**config.mk**
```make
export PLATFORM = sky130hd
export DESIGN_NAME = double_ended_queue_core
export DESIGN_NICKNAME = d
export VERILOG_FILES = /design/src/rtl/deq_pkg.sv /design/src/rtl/deq_ram.sv /design/src/rtl/deq_ctrl.sv /design/src/rtl/double_ended_queue_core.sv
export SDC_FILE = /design/constraint.sdc
export NUM_CORES = 2
export LEC_CHECK = 0
export ABC_AREA = 1
export BUFFER_PORTS_ARGS = -buffer_cell sky130_fd_sc_hd__buf_2
export CAP_MARGIN = 10
export CORE_ASPECT_RATIO = 1.4
export CORE_MARGIN = 5
export CORE_UTILIZATION = 57
export CTS_CLUSTER_DIAMETER = 50
export DETAILED_ROUTE_END_ITERATION = 8
export MAX_ROUTING_LAYER = met4
export PLACE_DENSITY = 0.73
export SETUP_SLACK_MARGIN = 0.2
export SLEW_MARGIN = 0
export SYNTH_ARGS = -nofsm -noshare
export SYNTH_HDL_FRONTEND = slang
export SYNTH_SLANG_ARGS = --single-unit
```
**constraint.sdc**
```tcl
create_clock -name clock -period 5.78 [get_ports clock]
set_input_delay 0.289 -clock clock [delete_from_list [all_inputs] [get_ports clock]]
set_output_delay 0.289 -clock clock [all_outputs]
set_load 0.01 [all_outputs]
```
**src/rtl/deq_pkg.sv**
```systemverilog
// Shared constants, codes and interface structs of the double-ended queue.
package deq_pkg;

   localparam int DEPTH      = 64;
   localparam int WORD_WIDTH = 32;
   localparam int IDX_W      = $clog2(DEPTH);
   localparam int CNT_W      = 7;
   localparam int VALUE_W    = 32;

   typedef enum logic [1:0] {
      REQ_PUSH_FRONT = 2'd0,
      REQ_PUSH_REAR  = 2'd1,
      REQ_POP_FRONT  = 2'd2,
      REQ_POP_REAR   = 2'd3
   } req_code_type;

   typedef enum logic [1:0] {
      ST_DONE  = 2'd0,
      ST_FULL  = 2'd1,
      ST_EMPTY = 2'd2
   } status_type;

   typedef struct packed {
      logic                  we;
      logic [IDX_W-1:0]      addr;
      logic [WORD_WIDTH-1:0] wdata;
   } ram_cmd_type;

   typedef struct packed {
      logic             valid;
      logic             pop_ok;
      status_type       status;
      logic [CNT_W-1:0] count;
   } rsp_info_type;

endpackage

```
**src/rtl/deq_ram.sv**
```systemverilog
// Generic single-port RAM with registered read data.
module deq_ram #(
   parameter int WIDTH = 32,
   parameter int DEPTH = 64
) (
   input  logic                     clock,
   input  logic                     we,
   input  logic [$clog2(DEPTH)-1:0] addr,
   input  logic [WIDTH-1:0]         wdata,
   output logic [WIDTH-1:0]         rdata
);

   logic [WIDTH-1:0] mem [DEPTH];
   logic [WIDTH-1:0] rdata_ff;

   always_ff @(posedge clock) begin
      if (we) begin
         mem[addr] <= wdata;
      end
      rdata_ff <= mem[addr];
   end

   assign rdata = rdata_ff;

endmodule

```
**src/rtl/deq_ctrl.sv**
```systemverilog
// Pointer and count control: decodes a request into one RAM access and a result.
module deq_ctrl (
   input  logic                           clock,
   input  logic                           reset,
   input  logic                           accept,
   input  logic [1:0]                     req_type,
   input  logic [deq_pkg::WORD_WIDTH-1:0] push_word,
   output deq_pkg::ram_cmd_type           ram_cmd,
   output deq_pkg::rsp_info_type          rsp_info
);

   logic [deq_pkg::IDX_W-1:0] front_ff, front_in;
   logic [deq_pkg::IDX_W-1:0] rear_ff, rear_in;
   logic [deq_pkg::CNT_W-1:0] count_ff, count_in;
   deq_pkg::rsp_info_type     info_ff, info_in;

   logic [deq_pkg::IDX_W-1:0] front_dec, front_inc, rear_dec, rear_inc;
   logic                      full, empty;
   deq_pkg::req_code_type     code;

   assign code      = deq_pkg::req_code_type'(req_type);
   assign full      = (count_ff == deq_pkg::CNT_W'(deq_pkg::DEPTH));
   assign empty     = (count_ff == '0);
   assign front_inc = (front_ff == deq_pkg::IDX_W'(deq_pkg::DEPTH - 1)) ? '0 : front_ff + 1'b1;
   assign front_dec = (front_ff == '0) ? deq_pkg::IDX_W'(deq_pkg::DEPTH - 1) : front_ff - 1'b1;
   assign rear_inc  = (rear_ff == deq_pkg::IDX_W'(deq_pkg::DEPTH - 1)) ? '0 : rear_ff + 1'b1;
   assign rear_dec  = (rear_ff == '0) ? deq_pkg::IDX_W'(deq_pkg::DEPTH - 1) : rear_ff - 1'b1;

   always_comb begin
      front_in       = front_ff;
      rear_in        = rear_ff;
      count_in       = count_ff;
      ram_cmd.we     = 1'b0;
      ram_cmd.addr   = front_ff;
      ram_cmd.wdata  = push_word;
      info_in.valid  = accept;
      info_in.pop_ok = 1'b0;
      info_in.status = deq_pkg::ST_DONE;
      if (accept) begin
         case (code)
            deq_pkg::REQ_PUSH_FRONT: begin
               if (full) begin
                  info_in.status = deq_pkg::ST_FULL;
               end else begin
                  front_in     = front_dec;
                  ram_cmd.we   = 1'b1;
                  ram_cmd.addr = front_dec;
                  count_in     = count_ff + 1'b1;
               end
            end
            deq_pkg::REQ_PUSH_REAR: begin
               if (full) begin
                  info_in.status = deq_pkg::ST_FULL;
               end else begin
                  rear_in      = rear_inc;
                  ram_cmd.we   = 1'b1;
                  ram_cmd.addr = rear_ff;
                  count_in     = count_ff + 1'b1;
               end
            end
            deq_pkg::REQ_POP_FRONT: begin
               if (empty) begin
                  info_in.status = deq_pkg::ST_EMPTY;
               end else begin
                  front_in       = front_inc;
                  ram_cmd.addr   = front_ff;
                  info_in.pop_ok = 1'b1;
                  count_in       = count_ff - 1'b1;
               end
            end
            deq_pkg::REQ_POP_REAR: begin
               if (empty) begin
                  info_in.status = deq_pkg::ST_EMPTY;
               end else begin
                  rear_in        = rear_dec;
                  ram_cmd.addr   = rear_dec;
                  info_in.pop_ok = 1'b1;
                  count_in       = count_ff - 1'b1;
               end
            end
            default: begin
               info_in.status = deq_pkg::ST_DONE;
            end
         endcase
      end
      info_in.count = count_in;
   end

   always_ff @(posedge clock) begin
      if (reset) begin
         front_ff      <= '0;
         rear_ff       <= '0;
         count_ff      <= '0;
         info_ff.valid <= 1'b0;
      end else begin
         front_ff      <= front_in;
         rear_ff       <= rear_in;
         count_ff      <= count_in;
         info_ff.valid <= info_in.valid;
      end
      info_ff.pop_ok <= info_in.pop_ok;
      info_ff.status <= info_in.status;
      info_ff.count  <= info_in.count;
   end

   assign rsp_info = info_ff;

   a_count_bound: assert property (@(posedge clock) disable iff (reset)
      count_ff <= deq_pkg::CNT_W'(deq_pkg::DEPTH))
      else $error("stored count beyond depth");

   a_one_result: assert property (@(posedge clock) disable iff (reset)
      accept && !reset |=> info_ff.valid)
      else $error("accepted item gave no result");

   a_full_count: assert property (@(posedge clock) disable iff (reset)
      info_ff.valid && info_ff.status == deq_pkg::ST_FULL
         |-> info_ff.count == deq_pkg::CNT_W'(deq_pkg::DEPTH))
      else $error("full reported below depth");

   a_empty_count: assert property (@(posedge clock) disable iff (reset)
      info_ff.valid && info_ff.status == deq_pkg::ST_EMPTY |-> info_ff.count == '0)
      else $error("empty reported with stored words");

endmodule

```
**src/rtl/double_ended_queue_core.sv**
```systemverilog
// Top level of the double-ended queue: request decode, word RAM and result drive.
//
// Bounded deque of signed words kept in a ring buffer of deq_pkg::DEPTH slots.
// Request channel: start with req_type (0 push front, 1 push rear, 2 pop front,
// 3 pop rear) and req_push_value; an item is taken at a clock edge where start
// is high and busy is low. busy stays low: every request is a single RAM
// access, so one item can be taken in every cycle.
// Result channel: rsp_valid is high for exactly one cycle, in the cycle after the
// item was taken, carrying rsp_pop_value, rsp_status and rsp_entry_count.
// The popped word comes from the registered read port of the word RAM; a pop
// right after a push sees the pushed word since the write lands first.
// Throughput is one item per cycle.
// A push when full or a pop when empty leaves the queue unchanged and returns
// status full or empty with a zero word.
// Synchronous reset empties the queue (pointers and count to zero); the RAM
// contents are not cleared. The receiver cannot stall: results must be taken
// in the cycle they are shown.
module double_ended_queue_core (
   input  logic                        clock,
   input  logic                        reset,
   input  logic                        start,
   output logic                        busy,
   input  logic [1:0]                  req_type,
   input  logic signed [31:0]          req_push_value,
   output logic                        rsp_valid,
   output logic signed [31:0]          rsp_pop_value,
   output logic [1:0]                  rsp_status,
   output logic [deq_pkg::CNT_W-1:0]   rsp_entry_count
);

   deq_pkg::ram_cmd_type             ram_cmd;
   deq_pkg::rsp_info_type            rsp_info;
   logic [deq_pkg::WORD_WIDTH-1:0]   rd_word;
   logic                             accept;

   assign busy   = 1'b0;
   assign accept = start && !busy;

   deq_ctrl u_ctrl (
      .clock     (clock),
      .reset     (reset),
      .accept    (accept),
      .req_type  (req_type),
      .push_word (deq_pkg::WORD_WIDTH'(req_push_value)),
      .ram_cmd   (ram_cmd),
      .rsp_info  (rsp_info)
   );

   deq_ram #(
      .WIDTH (deq_pkg::WORD_WIDTH),
      .DEPTH (deq_pkg::DEPTH)
   ) u_ram (
      .clock (clock),
      .we    (ram_cmd.we),
      .addr  (ram_cmd.addr),
      .wdata (ram_cmd.wdata),
      .rdata (rd_word)
   );

   assign rsp_valid       = rsp_info.valid;
   assign rsp_pop_value   = rsp_info.pop_ok ? deq_pkg::VALUE_W'(signed'(rd_word)) : '0;
   assign rsp_status      = rsp_info.status;
   assign rsp_entry_count = rsp_info.count;

endmodule

```
==> out/results.txt <==
Initial Util - 0.572
Final Hold Viols - 0
leak pwr - 38.7 nW
post-route setup TNS - 0 ps
Inserted Clock Buffers - 188
Pre-Repair DR Iteration Count - 8
pwr dens - 359 nW/um^2
Detailed Route WL - 246,000 um
CP dominant cell by count - nand2_1
Clk Latency, worst-skew pair - 840 ps
CP arrival - 5490 ps
GR Overflow Total - 0
P_sw - 9.65 mW
Slew HR - 0.112
antenna violations before repair - 13
synth top area cells - edfxtp_1, nand2_1, nand3_1, buf_2, dfxtp_1
non-filler instance count after layout - 10,200
fin nets - 8,147
Peak VDD IR - 0.000343 V
post-synthesis cell type count - 43
clk sinks - 2,110
cell-internal power - 25.1 mW
vias in the first global route - 58,600
Inst Count DP - 9,876
Port Buf Inserts - 78
# setup viols final - 0
Synth top area share - 0.703
Routability Congestion - 0.909
CTS clk-pin slew, worst paths - 70 ps
RSZ-0062 raised after global routing - false
Post-synth ARST share - 0
Sequential Power Share - 0.495
CTS resizes - 0
Area growth syn-to-layout - 10.4%
synthesized netlist cell count - 8,137
Detail Placement HPWL - 129,000 um
Post-synth EDFFs - 2,048
Die X - 341 um
Max Root-Sink Buffers - 3
outcome - completed
final worst path period share - 0.830
TritonCTS clock tree - done
Avg Inst Size Synth - 10.8 um^2
Worst Setup Start Kind - register
hold depth - 1
worst min-delay path category - primary input to register
Mapped Nets - 8,182
prevailing post-synth register cell - edfxtp_1
share of layout cells above drive strength 1 - 0.0752
Row Count - 170
WP data required - 6480 ps
Root Driver - clkbuf_16
multi-input combinational cell area - 22,800 um^2
Tightest Pin Transition - 1330 ps
max-slew violations - 0
post-synth top area cell - edfxtp_1
Die Area - 162,000 um^2
FF/Latch Area - 62,700 um^2
synthesized area - 87,500 um^2
DR WL/cell - 24.0 um
Gate power share - 0.150
Net Sw Frac - 0.278
max cap viols - 0
Worst Skew - 31.4 ps
I/O Pins - 80
max incr delay on CP - 640 ps
clock share of power - 0.356
slowest CP cell - nor2_1
Routed Antenna Nets - 0
1st-iter DRT viols - 7,794
Vias - 60,600
Final min period - 4800 ps
R2R cell count - 19
gr usage total - 0.308
warnings from Yosys - 0
commonest non-fill, non-tap cell in the layout - nand2_1
drt via density - 5.92
DRC errors left - 0
maximum number of pins on one net before global-route repair - 211
first-pass GRT wire length - 362,000 um
#FFs+latches synth - 2,110
core area - 153,000 um^2
filler instances - 11,400
worst-path fanout max - 210
CP Capture Type - register
critical path class - register to register
CP Cell Sequence - inv_1 > ha_1 > nand2_4 > nor2_8 > nand2_2 > nand3_1 > nand3_1 > nand3_1 > nand2_8 > nand2_8 > buf_12 > nand2_1 > nand2_1 > nand2_1 > nand2_1 > o21ai_1 > nand2_1 > nor2_1 > nand2_1
sequential area share after synthesis - 0.717
fmax - 0.209 GHz
most frequent cells in the layout - nand2_1, edfxtp_1, nand3_1
die height - 474 um
H-tree depth - 4
power by group through the flow:
stage                     registers (mW)  logic, mW  clock network [mW]
after CTS                           17.2       5.11                12.4
after detailed placement            17.5       5.07                   0
after floorplan                     17.4       3.24                   0
after global placement              17.5       4.99                   0
final                               17.2       5.20                12.3
after global routing                17.2       5.67                13.1
layer usage:
layer / global-route usage / vias to the layer above / wire [um]
met5: - / - / 0
met4: 0.142 / 0 / 13000
met3: 0.0523 / 715 / 24500
met2: 0.510 / 3611 / 122000
met1: 0.374 / 29000 / 86500
li1: - / 27300 / -
synth_stat cells (all sizes together), types with 5 or more instances:
cell    count
buf       327
xor2       11
nor2      185
edfxtp   2048
a21oi      28
nand2    4121
o21ai     285
clkbuf    145
nor3        6
nand3     805
ha          8
inv        79
a31oi       5
dfxtp      62
logic make-up after synthesis:
| family | Yosys count | share of synthesized area |
|---|---|---|
| AOI/OAI and AO/OA | 332 | 0.0199 |
| xor gates and xnor gates | 14 | 0.00140 |
| adders and majority gates | 8 | 0.00114 |
| buffers and inverters | 552 | 0.0285 |
| DFF | 2110 | 0.717 |
| other | 1 | 0.0000429 |
| and+or+nand+nor | 5120 | 0.232 |
flip-flops by register name, indices dropped and copies added, names as in the netlist:
| name | count |
|---|---|
| u_ram.rdata | 32 |
| u_ram.mem | 2048 |
| u_ctrl.rear_ff | 6 |
| u_ctrl.front_ff | 6 |
| u_ctrl.rsp_info | 11 |
| u_ctrl.count_ff | 7 |
what timing repair did:
action | in CTS | in global routing
setup buffers | 0 | 0
hold buffers | 5 | 4
endpoints found under the hold margin | 23 | 55
worst max-delay path, delay by kind of cell, from the launching register on:
kind | cells | cell delay [ps]
DFF | 1 | 390
buffers and inverters | 2 | 430
AOI/OAI and AO/OA | 1 | 150
adders and majority gates | 1 | 250
and+or+nand+nor | 15 | 2950
through the flow:
step                setup slack (ps)  cell area [um^2]  utilization  hold slack [ps]  total power [mW]
floorplan                       1800             87500            -              388              20.6
global placement                1240             90300        0.591              556              22.5
detailed placement              1150             90300        0.591              554              22.6
CTS                             1250             96400        0.631             95.3              34.7
global route                     887             96600        0.632             89.3              35.9
finish                           985             96600        0.632             89.0              34.7
cell type report:
class,count,area share
Sequential cell,2110,0.649
Timing Repair Buffer,247,0.0224
Clock buffer,237,0.0522
Multi-Input combinational cell,5475,0.236
Tap cell,1978,0.0256
Inverter,80,0.00326
Clock inverter,112,0.0104
Antenna cell,8,0.000207
path summary, 6_finish.rpt:
path / startpoint / to / slack, ps
hold reg to reg: u_ctrl.count_ff[2] / u_ctrl.rsp_info[2] / 560
setup reg to reg: u_ctrl.count_ff[0] / u_ram.rdata[9] / 980
setup / recovery: u_ctrl.count_ff[0] / u_ram.rdata[9] / 980
hold / removal: req_push_value[2] / u_ram.mem[28][2] / 90
(Power assumes the default switching activity.)
